**src/hw/rtl/xhsa_pkg.sv**
```systemverilog
// ----------------------------------------------------------------------------
// xhsa_pkg
// Types, constants and SHA-256 round helpers for the XOR set hash accumulator.
// ----------------------------------------------------------------------------
package xhsa_pkg;

  localparam int NumRounds = 64;
  localparam int QueueDepth = 4;
  localparam int QueuePtrW = $clog2(QueueDepth);
  localparam int QueueCntW = $clog2(QueueDepth + 1);

  typedef enum logic [1:0] {
    OP_ADD    = 2'd0,
    OP_REMOVE = 2'd1,
    OP_MERGE  = 2'd2,
    OP_CLEAR  = 2'd3
  } op_t;

  typedef enum logic [2:0] {
    KIND_XOR_INC,
    KIND_XOR_DEC,
    KIND_MERGE,
    KIND_CLEAR,
    KIND_HOLD
  } kind_t;

  typedef struct packed {
    logic [1:0]         op;
    logic [63:0]        data_word0;
    logic [63:0]        data_word1;
    logic [63:0]        data_word2;
    logic [63:0]        data_word3;
    logic [31:0]        out_index;
    logic signed [63:0] amount;
    logic signed [31:0] block_height;
    logic [63:0]        merge_count;
  } in_t;

  typedef struct packed {
    logic [63:0] acc_word0;
    logic [63:0] acc_word1;
    logic [63:0] acc_word2;
    logic [63:0] acc_word3;
    logic [63:0] element_count;
  } out_t;

  // item tag carried alongside the hash state
  typedef struct packed {
    kind_t        kind;
    logic [255:0] data;
    logic [63:0]  count;
  } tag_t;

  typedef struct packed {
    logic [7:0][31:0]  h;   // h[0] = a ... h[7] = h
    logic [15:0][31:0] w;   // w[0] is the word used this round
    tag_t              tag;
  } stage_t;

  // work handed from front to back
  typedef struct packed {
    kind_t        kind;
    logic [255:0] xor_val;
    logic [63:0]  addend;
  } work_t;

  localparam logic [7:0][31:0] HInit = {
    32'h5be0cd19, 32'h1f83d9ab, 32'h9b05688c, 32'h510e527f,
    32'ha54ff53a, 32'h3c6ef372, 32'hbb67ae85, 32'h6a09e667
  };

  localparam logic [63:0][31:0] KRound = {
    32'hc67178f2, 32'hbef9a3f7, 32'ha4506ceb, 32'h90befffa,
    32'h8cc70208, 32'h84c87814, 32'h78a5636f, 32'h748f82ee,
    32'h682e6ff3, 32'h5b9cca4f, 32'h4ed8aa4a, 32'h391c0cb3,
    32'h34b0bcb5, 32'h2748774c, 32'h1e376c08, 32'h19a4c116,
    32'h106aa070, 32'hf40e3585, 32'hd6990624, 32'hd192e819,
    32'hc76c51a3, 32'hc24b8b70, 32'ha81a664b, 32'ha2bfe8a1,
    32'h92722c85, 32'h81c2c92e, 32'h766a0abb, 32'h650a7354,
    32'h53380d13, 32'h4d2c6dfc, 32'h2e1b2138, 32'h27b70a85,
    32'h14292967, 32'h06ca6351, 32'hd5a79147, 32'hc6e00bf3,
    32'hbf597fc7, 32'hb00327c8, 32'ha831c66d, 32'h983e5152,
    32'h76f988da, 32'h5cb0a9dc, 32'h4a7484aa, 32'h2de92c6f,
    32'h240ca1cc, 32'h0fc19dc6, 32'hefbe4786, 32'he49b69c1,
    32'hc19bf174, 32'h9bdc06a7, 32'h80deb1fe, 32'h72be5d74,
    32'h550c7dc3, 32'h243185be, 32'h12835b01, 32'hd807aa98,
    32'hab1c5ed5, 32'h923f82a4, 32'h59f111f1, 32'h3956c25b,
    32'he9b5dba5, 32'hb5c0fbcf, 32'h71374491, 32'h428a2f98
  };

  function automatic logic [31:0] rotr(input logic [31:0] x, input int n);
    rotr = (x >> n) | (x << (32 - n));
  endfunction

  // one compression round plus one message schedule step
  function automatic stage_t sha_round(input stage_t st, input logic [31:0] k);
    stage_t      r;
    logic [31:0] t1;
    logic [31:0] t2;
    logic [31:0] s0;
    logic [31:0] s1;
    r  = st;
    t1 = st.h[7] + (rotr(st.h[4], 6) ^ rotr(st.h[4], 11) ^ rotr(st.h[4], 25))
       + ((st.h[4] & st.h[5]) ^ (~st.h[4] & st.h[6])) + k + st.w[0];
    t2 = (rotr(st.h[0], 2) ^ rotr(st.h[0], 13) ^ rotr(st.h[0], 22))
       + ((st.h[0] & st.h[1]) ^ (st.h[0] & st.h[2]) ^ (st.h[1] & st.h[2]));
    r.h[7] = st.h[6];
    r.h[6] = st.h[5];
    r.h[5] = st.h[4];
    r.h[4] = st.h[3] + t1;
    r.h[3] = st.h[2];
    r.h[2] = st.h[1];
    r.h[1] = st.h[0];
    r.h[0] = t1 + t2;
    s0 = rotr(st.w[1], 7) ^ rotr(st.w[1], 18) ^ (st.w[1] >> 3);
    s1 = rotr(st.w[14], 17) ^ rotr(st.w[14], 19) ^ (st.w[14] >> 10);
    for (int j = 0; j < 15; j++) begin
      r.w[j] = st.w[j + 1];
    end
    r.w[15] = st.w[0] + s0 + st.w[9] + s1;
    return r;
  endfunction

  // padded 48-byte record message as sixteen big-endian words
  function automatic logic [15:0][31:0] msg_words(input in_t it);
    logic [63:0][7:0]  blk;
    logic [15:0][31:0] w;
    logic [255:0]      id;
    blk = '0;
    id  = {it.data_word3, it.data_word2, it.data_word1, it.data_word0};
    for (int i = 0; i < 32; i++) begin
      blk[i] = id[8*i +: 8];
    end
    for (int i = 0; i < 4; i++) begin
      blk[32 + i] = it.out_index[8*i +: 8];
      blk[44 + i] = it.block_height[8*i +: 8];
    end
    for (int i = 0; i < 8; i++) begin
      blk[36 + i] = it.amount[8*i +: 8];
    end
    blk[48] = 8'h80;
    blk[62] = 8'h01;  // bit length 384
    blk[63] = 8'h80;
    for (int i = 0; i < 16; i++) begin
      w[i] = {blk[4*i], blk[4*i + 1], blk[4*i + 2], blk[4*i + 3]};
    end
    return w;
  endfunction

  // final feed-forward, digest byte j placed at bits 8j+7:8j
  function automatic logic [255:0] digest_bytes(input logic [7:0][31:0] st);
    logic [255:0]     d;
    logic [7:0][31:0] s;
    for (int i = 0; i < 8; i++) begin
      s[i] = HInit[i] + st[i];
    end
    for (int j = 0; j < 32; j++) begin
      d[8*j +: 8] = s[j >> 2][8*(3 - (j & 3)) +: 8];
    end
    return d;
  endfunction

endpackage

```
**src/hw/rtl/xhsa_queue.sv**
```systemverilog
// ----------------------------------------------------------------------------
// xhsa_queue
// Small FIFO of work items between the hash pipeline and the accumulator.
// ----------------------------------------------------------------------------
module xhsa_queue (
  input  logic             clk,
  input  logic             rst_n,
  input  logic             push,
  input  xhsa_pkg::work_t  push_data,
  output logic             full,
  input  logic             pop,
  output logic             not_empty,
  output xhsa_pkg::work_t  pop_data
);

  xhsa_pkg::work_t                  mem_r [0:xhsa_pkg::QueueDepth-1];
  logic [xhsa_pkg::QueuePtrW-1:0]   wr_ptr_r;
  logic [xhsa_pkg::QueuePtrW-1:0]   rd_ptr_r;
  logic [xhsa_pkg::QueueCntW-1:0]   cnt_r;
  logic                             do_push;
  logic                             do_pop;

  assign full      = (cnt_r == xhsa_pkg::QueueCntW'(xhsa_pkg::QueueDepth));
  assign not_empty = (cnt_r != '0);
  assign do_push   = push && !full;
  assign do_pop    = pop && not_empty;
  assign pop_data  = mem_r[rd_ptr_r];

  always_ff @(posedge clk) begin
    if (!rst_n) begin
      wr_ptr_r <= '0;
      rd_ptr_r <= '0;
      cnt_r    <= '0;
    end else begin
      if (do_push) begin
        wr_ptr_r <= wr_ptr_r + 1'b1;
      end
      if (do_pop) begin
        rd_ptr_r <= rd_ptr_r + 1'b1;
      end
      if (do_push && !do_pop) begin
        cnt_r <= cnt_r + 1'b1;
      end else if (do_pop && !do_push) begin
        cnt_r <= cnt_r - 1'b1;
      end
    end
  end

  always_ff @(posedge clk) begin
    if (do_push) begin
      mem_r[wr_ptr_r] <= push_data;
    end
  end

endmodule

```
**config.mk**
```make
export PLATFORM = sky130hd
export DESIGN_NAME = xhsa_queue
export DESIGN_NICKNAME = d
export VERILOG_FILES = /design/src/hw/rtl/xhsa_pkg.sv /design/src/hw/rtl/xhsa_queue.sv
export SDC_FILE = /design/constraint.sdc
export NUM_CORES = 1
export LEC_CHECK = 0
export BUFFER_PORTS_ARGS = -buffer_cell sky130_fd_sc_hd__clkbuf_2
export CORE_MARGIN = 1.5
export CORE_UTILIZATION = 30
export DETAILED_ROUTE_END_ITERATION = 7
export PLACE_DENSITY_LB_ADDON = 0.25
export SYNTH_ARGS = -nofsm -noshare
export SYNTH_HDL_FRONTEND = slang
export SYNTH_SLANG_ARGS = --single-unit
```
**constraint.sdc**
```tcl
create_clock -name clk -period 27 [get_ports clk]
set_input_delay 1.35 -clock clk [delete_from_list [all_inputs] [get_ports clk]]
set_output_delay 1.35 -clock clk [all_outputs]
set_load 0.01 [all_outputs]
```
==> results.tsv <==
metric	value	unit
status	finished clean	
crit path buf inv count	5	
Post-CTS Setup Bufs	0	
Final ANT Viol Nets	0	
minimum clock period	7010	ps
Clock Root Buffer	clkbuf_16	
max-slew violations	0	
Critical Path Stages	6	
via/cell ratio	4.55	
IO Count	652	
peak supply drop	61.5	uV
Worst Path Required	25650	ps
Synth Area in XOR/XNOR	0.0744	%
post_cts resized	0	
DRT iter0 DRCs	1169	
die height	399	um
slowest cell on the critical path	dfxtp_4	
core area	0.156	mm^2
# rows	145	
Ys Warns	0	
drt wl/cell	22.7	um
initial antenna violation count	27	
Reg area	0.0390	mm^2
vias in the first global route	22600	
Vias	21200	
Layout Skew	27.4	ps
final worst path period share	26.0	%
post-synthesis adder-cell area fraction	0.175	%
CP Class	flip-flop to output pin	
share of the yosys chip area belonging to registers	82.8	%
fmax	143	MHz
post-synthesis instance area	0.0471	mm^2
worst r2r path cells	6	
crit end category	output pin	
leakage power	18.8	nW
Worst Path Arrival	5660	ps
Worst Setup Start Kind	flip-flop	
CTS tree	done	
Worst-path clk slew	60	ps
DP Area	0.0526	mm^2
main flop type after synthesis	edfxtp_1	
Post-Synth Simple-Gate Area	0.207	%
Cell Chain, Critical Path	buf_4 -> buf_4 -> buf_4 -> buf_4 -> mux4_2 -> clkbuf_2	
Avg Cell Area, Syn	27.1	um^2
flops & latches, synth	1301	
multi-input logic area	0.00756	mm^2
total gr overflow	0	
synth cell count leaders	edfxtp_1 (1292), mux4_2 (323), buf_2 (35)	
synth-to-layout area growth	21.3	%
Synth top area share	82.4	%
clock buffer depth	3	
fraction of registers with async set/reset	0	%
routability congestion estimate from global placement	0.754	
die width	399	um
Initial Utilization	30.2	%
H-tree depth	4	
Critical Path Fanout Max	43	
multiplexer area fraction after synthesis	15.5	%
maximum capacitance violations	0	
top-count cell post-synth	edfxtp_1	
Nets	2819	
drt pass-1 iters	5	
share of cells above drive strength 1	46.3	%
# hold bufs at CTS	0	
largest net degree at the start of global routing	132	
cell area after layout	0.0571	mm^2
largest family of logic cells by synthesized area	multiplexers	
clk_lat worst skew	750	ps
Post-Syn Instances	1735	
first-pass GRT wire length	153	mm
Worst Hold Class	flip-flop to flip-flop	
fin util	36.6	%
CTS Sinks	1301	
Power Dens Cells	97.8	mW/mm^2
worst slew pin tran	1110	ps
Compound-Gate Fraction of Synth Area	0.0611	%
Net Count, Synth	2068	
Post-synth EDFFs	1292	
drc violations	0	
Yosys cell types	21	
RSZ-0062 raised after global routing	no	
Setup-failing EPs final	0	
HPWL Detailed	66.6	mm
max_slew headroom	26.2	%
Design Power	5.59	mW
Post-Route WL	106	mm
CP max stage delay	850	ps
Hold Vio Cnt, Final	0	
DIE AREA	0.159	mm^2
Tot GR Track Use	13.0	%
I/O Buffers	651	
cell repeated most along the worst path	buf_4	
largest cells by area after synthesis	edfxtp_1 (82%), mux4_2 (15%), buf_6 (0.72%)	
Fin Setup TNS	0	ps
Top Family by Delay on Critical Path	buffers and inverters	
CTS Buf Count	141	
Cells on Worst Hold Path	2	
Filler cells	14300	
WHS	523	ps
area leader, netlist	edfxtp_1	
-- registers in the layout, indices dropped and copies added (netlist names), named ones only --
signal / flops
cnt_r: 3
mem_r: 1292
wr_ptr_r: 2
rd_ptr_r: 2
-- stage by stage --
step,setup slack (ps),instances
finish,19990,4658
global route,19230,4653
CTS,19540,4647
detailed placement,20410,4401
global placement,20410,4401
floorplan,17220,1735
-- per-layer routing --
metal	up-vias	GRT usage [%]	share of wire (%)
met4	38	4.19	2.7
met2	692	20.3	47
li1	9111	-	-
met3	219	5.60	9.8
met5	-	0	0.26
met1	11200	16.4	40
-- kinds of logic after synthesis --
group | Yosys count
DFF | 1301
muxes | 326
buffers and inverters | 77
and+or+nand+nor | 17
adders and majority gates | 6
AOI/OAI and AO/OA | 4
xor gates and xnor gates | 4
-- worst paths after layout --
| kind | slack, ps | end | from |
|---|---|---|---|
| min reg2reg | 520 | wr_ptr_r[1]$_SDFFE_PN0P_ | wr_ptr_r[1]$_SDFFE_PN0P_ |
| max | 19990 | pop_data[296] | flip-flop |
| min | 520 | wr_ptr_r[1]$_SDFFE_PN0P_ | wr_ptr_r[1]$_SDFFE_PN0P_ |
| max reg2reg | 21910 | mem_r[3][256]$_DFFE_PP_ | cnt_r[0]$_SDFFE_PN0P_ |
-- placed cells by master (no fill, tap or decap), drive strengths merged --
master | Yosys | layout
fa | 1 | 1
ha | 5 | 5
nor2b | 2 | 2
mux2i | 3 | 3
clkinv | 0 | 55
o21ai | 1 | 1
o31ai | 1 | 1
edfxtp | 1292 | 1292
clkbuf | 9 | 825
bufinv | 0 | 8
inv | 3 | 10
xor2 | 1 | 1
nor3b | 1 | 1
nand2 | 4 | 4
diode | 0 | 11
o311ai | 1 | 1
or3 | 2 | 2
a21boi | 1 | 1
dfxtp | 9 | 9
xnor2 | 3 | 3
mux4 | 323 | 323
buf | 65 | 31
and2 | 8 | 8
clkinvlp | 0 | 2
-- worst register-to-register path, cell delays in order (launching register included) --
cell     delay [ps]
dfxtp_1         450
nor3b_1         100
nor2b_1         570
and2_4          970
buf_4           830
buf_4           790
buf_4           860
-- power by group --
| part | internal [mW] | total (mW) | switching (mW) |
|---|---|---|---|
| combinational | 0.546 | 1.24 | 0.689 |
| clock | 1.06 | 1.84 | 0.775 |
| sequential | 2.45 | 2.51 | 0.0608 |
| total | 4.06 | 5.59 | 1.53 |
-- area by class of cell --
cell class	count	share of cell area, %
Inverter	3	0.0197
Multi-Input combinational cell	357	13.2
Antenna cell	11	0.0482
Clock buffer	174	6.50
Clock inverter	72	1.31
Timing Repair Buffer	682	6.13
Sequential cell	1301	68.2
Tap cell	2058	4.51
Power figures use the tool's default switching activity.
