**config.mk**
```make
export PLATFORM = sky130hd
export DESIGN_NAME = xhsa_back
export DESIGN_NICKNAME = d
export VERILOG_FILES = /design/src/hw/rtl/xhsa_pkg.sv /design/src/hw/rtl/xhsa_back.sv
export SDC_FILE = /design/constraint.sdc
export NUM_CORES = 1
export LEC_CHECK = 0
export BUFFER_PORTS_ARGS = -buffer_cell sky130_fd_sc_hd__buf_2
export CORE_AREA = 2 2 255 257
export DETAILED_ROUTE_END_ITERATION = 16
export DIE_AREA = 0 0 257 259
export PLACE_DENSITY = 0.72
export SLEW_MARGIN = 20
export SYNTH_ARGS = -nofsm -noshare
export SYNTH_HDL_FRONTEND = slang
export SYNTH_SLANG_ARGS = --single-unit
```
**constraint.sdc**
```tcl
create_clock -name clk -period 12.5 [get_ports clk]
set_input_delay 0.625 -clock clk [delete_from_list [all_inputs] [get_ports clk]]
set_output_delay 0.625 -clock clk [all_outputs]
set_load 0.02 [all_outputs]
```
**src/hw/rtl/xhsa_pkg.sv**
```systemverilog
// ----------------------------------------------------------------------------
// xhsa_pkg
// Types, constants and SHA-256 round helpers for the XOR set hash accumulator.
// ----------------------------------------------------------------------------
package xhsa_pkg;

  localparam int NumRounds = 64;
  localparam int QueueDepth = 4;
  localparam int QueuePtrW = $clog2(QueueDepth);
  localparam int QueueCntW = $clog2(QueueDepth + 1);

  typedef enum logic [1:0] {
    OP_ADD    = 2'd0,
    OP_REMOVE = 2'd1,
    OP_MERGE  = 2'd2,
    OP_CLEAR  = 2'd3
  } op_t;

  typedef enum logic [2:0] {
    KIND_XOR_INC,
    KIND_XOR_DEC,
    KIND_MERGE,
    KIND_CLEAR,
    KIND_HOLD
  } kind_t;

  typedef struct packed {
    logic [1:0]         op;
    logic [63:0]        data_word0;
    logic [63:0]        data_word1;
    logic [63:0]        data_word2;
    logic [63:0]        data_word3;
    logic [31:0]        out_index;
    logic signed [63:0] amount;
    logic signed [31:0] block_height;
    logic [63:0]        merge_count;
  } in_t;

  typedef struct packed {
    logic [63:0] acc_word0;
    logic [63:0] acc_word1;
    logic [63:0] acc_word2;
    logic [63:0] acc_word3;
    logic [63:0] element_count;
  } out_t;

  // item tag carried alongside the hash state
  typedef struct packed {
    kind_t        kind;
    logic [255:0] data;
    logic [63:0]  count;
  } tag_t;

  typedef struct packed {
    logic [7:0][31:0]  h;   // h[0] = a ... h[7] = h
    logic [15:0][31:0] w;   // w[0] is the word used this round
    tag_t              tag;
  } stage_t;

  // work handed from front to back
  typedef struct packed {
    kind_t        kind;
    logic [255:0] xor_val;
    logic [63:0]  addend;
  } work_t;

  localparam logic [7:0][31:0] HInit = {
    32'h5be0cd19, 32'h1f83d9ab, 32'h9b05688c, 32'h510e527f,
    32'ha54ff53a, 32'h3c6ef372, 32'hbb67ae85, 32'h6a09e667
  };

  localparam logic [63:0][31:0] KRound = {
    32'hc67178f2, 32'hbef9a3f7, 32'ha4506ceb, 32'h90befffa,
    32'h8cc70208, 32'h84c87814, 32'h78a5636f, 32'h748f82ee,
    32'h682e6ff3, 32'h5b9cca4f, 32'h4ed8aa4a, 32'h391c0cb3,
    32'h34b0bcb5, 32'h2748774c, 32'h1e376c08, 32'h19a4c116,
    32'h106aa070, 32'hf40e3585, 32'hd6990624, 32'hd192e819,
    32'hc76c51a3, 32'hc24b8b70, 32'ha81a664b, 32'ha2bfe8a1,
    32'h92722c85, 32'h81c2c92e, 32'h766a0abb, 32'h650a7354,
    32'h53380d13, 32'h4d2c6dfc, 32'h2e1b2138, 32'h27b70a85,
    32'h14292967, 32'h06ca6351, 32'hd5a79147, 32'hc6e00bf3,
    32'hbf597fc7, 32'hb00327c8, 32'ha831c66d, 32'h983e5152,
    32'h76f988da, 32'h5cb0a9dc, 32'h4a7484aa, 32'h2de92c6f,
    32'h240ca1cc, 32'h0fc19dc6, 32'hefbe4786, 32'he49b69c1,
    32'hc19bf174, 32'h9bdc06a7, 32'h80deb1fe, 32'h72be5d74,
    32'h550c7dc3, 32'h243185be, 32'h12835b01, 32'hd807aa98,
    32'hab1c5ed5, 32'h923f82a4, 32'h59f111f1, 32'h3956c25b,
    32'he9b5dba5, 32'hb5c0fbcf, 32'h71374491, 32'h428a2f98
  };

  function automatic logic [31:0] rotr(input logic [31:0] x, input int n);
    rotr = (x >> n) | (x << (32 - n));
  endfunction

  // one compression round plus one message schedule step
  function automatic stage_t sha_round(input stage_t st, input logic [31:0] k);
    stage_t      r;
    logic [31:0] t1;
    logic [31:0] t2;
    logic [31:0] s0;
    logic [31:0] s1;
    r  = st;
    t1 = st.h[7] + (rotr(st.h[4], 6) ^ rotr(st.h[4], 11) ^ rotr(st.h[4], 25))
       + ((st.h[4] & st.h[5]) ^ (~st.h[4] & st.h[6])) + k + st.w[0];
    t2 = (rotr(st.h[0], 2) ^ rotr(st.h[0], 13) ^ rotr(st.h[0], 22))
       + ((st.h[0] & st.h[1]) ^ (st.h[0] & st.h[2]) ^ (st.h[1] & st.h[2]));
    r.h[7] = st.h[6];
    r.h[6] = st.h[5];
    r.h[5] = st.h[4];
    r.h[4] = st.h[3] + t1;
    r.h[3] = st.h[2];
    r.h[2] = st.h[1];
    r.h[1] = st.h[0];
    r.h[0] = t1 + t2;
    s0 = rotr(st.w[1], 7) ^ rotr(st.w[1], 18) ^ (st.w[1] >> 3);
    s1 = rotr(st.w[14], 17) ^ rotr(st.w[14], 19) ^ (st.w[14] >> 10);
    for (int j = 0; j < 15; j++) begin
      r.w[j] = st.w[j + 1];
    end
    r.w[15] = st.w[0] + s0 + st.w[9] + s1;
    return r;
  endfunction

  // padded 48-byte record message as sixteen big-endian words
  function automatic logic [15:0][31:0] msg_words(input in_t it);
    logic [63:0][7:0]  blk;
    logic [15:0][31:0] w;
    logic [255:0]      id;
    blk = '0;
    id  = {it.data_word3, it.data_word2, it.data_word1, it.data_word0};
    for (int i = 0; i < 32; i++) begin
      blk[i] = id[8*i +: 8];
    end
    for (int i = 0; i < 4; i++) begin
      blk[32 + i] = it.out_index[8*i +: 8];
      blk[44 + i] = it.block_height[8*i +: 8];
    end
    for (int i = 0; i < 8; i++) begin
      blk[36 + i] = it.amount[8*i +: 8];
    end
    blk[48] = 8'h80;
    blk[62] = 8'h01;  // bit length 384
    blk[63] = 8'h80;
    for (int i = 0; i < 16; i++) begin
      w[i] = {blk[4*i], blk[4*i + 1], blk[4*i + 2], blk[4*i + 3]};
    end
    return w;
  endfunction

  // final feed-forward, digest byte j placed at bits 8j+7:8j
  function automatic logic [255:0] digest_bytes(input logic [7:0][31:0] st);
    logic [255:0]     d;
    logic [7:0][31:0] s;
    for (int i = 0; i < 8; i++) begin
      s[i] = HInit[i] + st[i];
    end
    for (int j = 0; j < 32; j++) begin
      d[8*j +: 8] = s[j >> 2][8*(3 - (j & 3)) +: 8];
    end
    return d;
  endfunction

endpackage

```
**src/hw/rtl/xhsa_back.sv**
```systemverilog
// ----------------------------------------------------------------------------
// xhsa_back
// Applies work items to the accumulator and count; registered result beat.
// ----------------------------------------------------------------------------
module xhsa_back (
  input  logic             clk,
  input  logic             rst_n,
  input  logic             wk_valid,
  output logic             wk_pop,
  input  xhsa_pkg::work_t  wk_data,
  output logic             out_valid,
  input  logic             out_ready,
  output xhsa_pkg::out_t   out_data
);

  logic [255:0]    acc_r;
  logic [255:0]    acc_nxt;
  logic [63:0]     cnt_r;
  logic [63:0]     cnt_nxt;
  logic            out_valid_r;
  xhsa_pkg::out_t  out_r;

  assign wk_pop    = wk_valid && (!out_valid_r || out_ready);
  assign out_valid = out_valid_r;
  assign out_data  = out_r;

  always_comb begin
    acc_nxt = acc_r ^ wk_data.xor_val;
    unique case (wk_data.kind)
      xhsa_pkg::KIND_XOR_INC: cnt_nxt = cnt_r + 64'd1;
      xhsa_pkg::KIND_XOR_DEC: cnt_nxt = (cnt_r == '0) ? '0 : cnt_r - 64'd1;
      xhsa_pkg::KIND_MERGE:   cnt_nxt = cnt_r + wk_data.addend;
      xhsa_pkg::KIND_CLEAR: begin
        cnt_nxt = '0;
        acc_nxt = '0;
      end
      default:                cnt_nxt = cnt_r;
    endcase
  end

  always_ff @(posedge clk) begin
    if (!rst_n) begin
      acc_r       <= '0;
      cnt_r       <= '0;
      out_valid_r <= 1'b0;
    end else if (wk_pop) begin
      acc_r       <= acc_nxt;
      cnt_r       <= cnt_nxt;
      out_valid_r <= 1'b1;
    end else if (out_ready) begin
      out_valid_r <= 1'b0;
    end
  end

  always_ff @(posedge clk) begin
    if (wk_pop) begin
      out_r <= '{acc_word0:     acc_nxt[63:0],
                 acc_word1:     acc_nxt[127:64],
                 acc_word2:     acc_nxt[191:128],
                 acc_word3:     acc_nxt[255:192],
                 element_count: cnt_nxt};
    end
  end

endmodule

```
==> flow_metrics.tcl <==
set metrics [dict create \
    status "complete, no violations" \
    cts_buffers 71 \
    hpwlAfterDp_um 64400 \
    crit_path_end_kind "register" \
    num_vias 26400 \
    clk_latency_ns 0.61 \
    drtPass1Iterations 8 \
    yosysMostFrequentCell "nand2_1" \
    critPathLaunchType "input pin" \
    holdBufCountCts 0 \
    synth_edf_count 320 \
    ys_warn_count 0 \
    start_util_pct 48.2 \
    placed_cell_area_sq_um 34500 \
    drt_iter0_markers 2885 \
    relSlewSlack_pct 28.4 \
    p_leak_nw 14.8 \
    worstHoldPathType "in -> reg" \
    cts.sinks 641 \
    coreArea_sq_um 63900 \
    power.density_nw_per_um2 148 \
    async_flop_share_pct 0 \
    synth_top_area_cell "edfxtp_1" \
    area_growth_pct 19.8 \
    drv_slew 0 \
    fin_skew_ns 0.0270 \
    grt_pass1_wl_um 142000 \
    final_util_pct 57.8 \
    finalHoldViolCount 0 \
    fp.dieW_um 257 \
    cts_root_buf "clkbuf_16" \
    setup_tns_ns 0 \
    worst_slew_pin_slew_ns 1.07 \
    total_power_mw 5.45 \
    dieArea_sq_um 66600 \
    crit_fanout 69 \
    syn_nets 3749 \
    port_buffers 648 \
    ys_seq_area_share_pct 52.0 \
    std_cell_rows 93 \
    syn_avg_cell_area_sq_um 9.18 \
    die_y_um 259 \
    synth.distinct_cells 82 \
    cp.arrival_ns 4.94 \
    io_pins 649 \
    max-cap-violations 0 \
    worst_slack_ns 7.91 \
    clkTransAtPathRegs_ns 0.06 \
    drcViolationCount 0 \
    switchingPower_mw 1.52 \
    ant_nets 0 \
    cts_max_path_buffers 3 \
    grtUsageTotal_pct 27.1 \
    clkPwrFrac_pct 38.5 \
    viasPerCell 5.48 \
    design_area_sq_um 36900 \
    path_class "in -> reg" \
    ys.flop_type "dfxtp_1" \
    grt_pass1_vias 24400 \
    synth.area.top_cells "edfxtp_1, dfxtp_1, xnor2_1, nand2_1, a21oi_1" \
    p_int_mw 3.93 \
    vdd_drop_max_mv 0.111 \
    antenna_found_initial 26 \
    combPwrFrac_pct 15.7 \
    dp_slack_ns 7.39 \
    post-route-period-util_pct 36.8 \
    grt_max_degree 207 \
    cts_htree_levels 3 \
    timing.fmax_mhz 218 \
    synth_common_cells "nand2_1, nor2_1, a21oi_1, dfxtp_1, edfxtp_1" \
    place_congestion 0.930 \
    cts_setup_buffers 0 \
    wl_per_cell_um 19.5 \
    cts_resized 0 \
    p_seq_share_pct 45.7 \
    netlist_area_sq_um 30800 \
    synth_cells 3357 \
    p_sw_share_pct 27.8 \
    period_needed_ns 4.59 \
    setup_viol 0 \
    stdcell_count 4817 \
    rsz0062_at_grt "no" \
    whs_ns 0.290 \
    cp.required_ns 12.84 \
    grt_overflow_total 0 \
    cts_tree "built" \
    post-synth-top-area-fraction_pct 31.2 \
    dp.cells 4668 \
    yosys_register_bits 641 \
    wl_um 93900 \
    nNetsFinal 4278 \
    drive_gt1_share_pct 20.8 \
]
sequential cells by signal (all words and copies together), names as in the netlist:
| register | count |
|---|---|
| acc_r | 256 |
| cnt_r | 64 |
| out_data | 320 |
| out_valid | 1 |
power groups by stage:
stage / logic (mW) / registers [mW] / clock network, mW
after global placement: 0.842 / 2.53 / 0
after floorplan: 0.442 / 2.67 / 0
after detailed placement: 0.850 / 2.54 / 0
after global routing: 0.937 / 2.51 / 2.22
after CTS: 0.857 / 2.49 / 2.14
final: 0.858 / 2.49 / 2.10
worst max-delay path: stages:
cell and delay [ns]:
buf_2 0.18, nor2_4 0.11, buf_4 0.54, and3_1 0.25, ha_1 0.18, nand2_1 0.10, o31ai_1 0.54, o211a_1 0.34
o21ai_0 0.14, o211a_1 0.35, a2111oi_0 0.83, nor2b_1 0.13, xor2_1 0.17, o22ai_1 0.11, mux2_2 0.31
path summary, 6_finish.rpt:
path,from,endpoint,slack [ns],cells past startpoint
max,wk_data[322],out_data[55],7.91,15
min,wk_valid,out_valid,0.29,3
max reg2reg,cnt_r[18],out_data[8],8.00,9
min reg2reg,acc_r[168],acc_r[168],0.46,2
cell usage in the layout (no fill, tap or decap), drive strengths merged, types with 29 or more instances in the layout:
cell,netlist,layout
nand2,656,656
ha,64,64
dfxtp,321,321
edfxtp,320,320
o21ai,139,139
and3,70,70
buf,35,668
clkbuf,177,101
nor2,407,407
inv,33,38
a21oi,384,384
nand4,29,29
nor3,62,62
xnor2,298,298
xor2,32,32
logic make-up (layout without fill, tap and decap cells):
| kind of cell | after synthesis | count (layout) | synth area share, % |
|---|---|---|---|
| multiplexers | 14 | 14 | 0.504 |
| XOR/XNOR | 330 | 330 | 9.38 |
| AO/OA/AOI/OAI | 726 | 726 | 13.8 |
| AND/OR/NAND/NOR | 1335 | 1335 | 18.5 |
| adder cells (fa/ha/maj) | 65 | 65 | 2.66 |
| buffers and inverters | 246 | 829 | 3.15 |
| other | 0 | 22 | 0 |
| flip-flops | 641 | 641 | 52.0 |
final cells by class:
| cell class | instances | area (sq um) |
|---|---|---|
| Clock inverter | 26 | 310 |
| Timing Repair Buffer | 668 | 3440 |
| Sequential cell | 641 | 16000 |
| Tap cell | 855 | 1070 |
| Inverter | 34 | 143 |
| Clock buffer | 101 | 2030 |
| Antenna cell | 22 | 55.1 |
| Fill cell | 5588 | 27000 |
| Multi-Input combinational cell | 2470 | 13800 |
metal layers:
layer  part of all wire (%)  wire, um  GRT usage (%)  vias up
li1                       -         -              -    12700
met5                  0.014        13              0        -
met4                    4.5      4190           12.6        2
met2                     46     43400           43.1     1084
met3                    7.9      7470           5.58      252
met1                     41     38800           35.4    12400
Note: power is estimated with default switching activity, not from simulation.
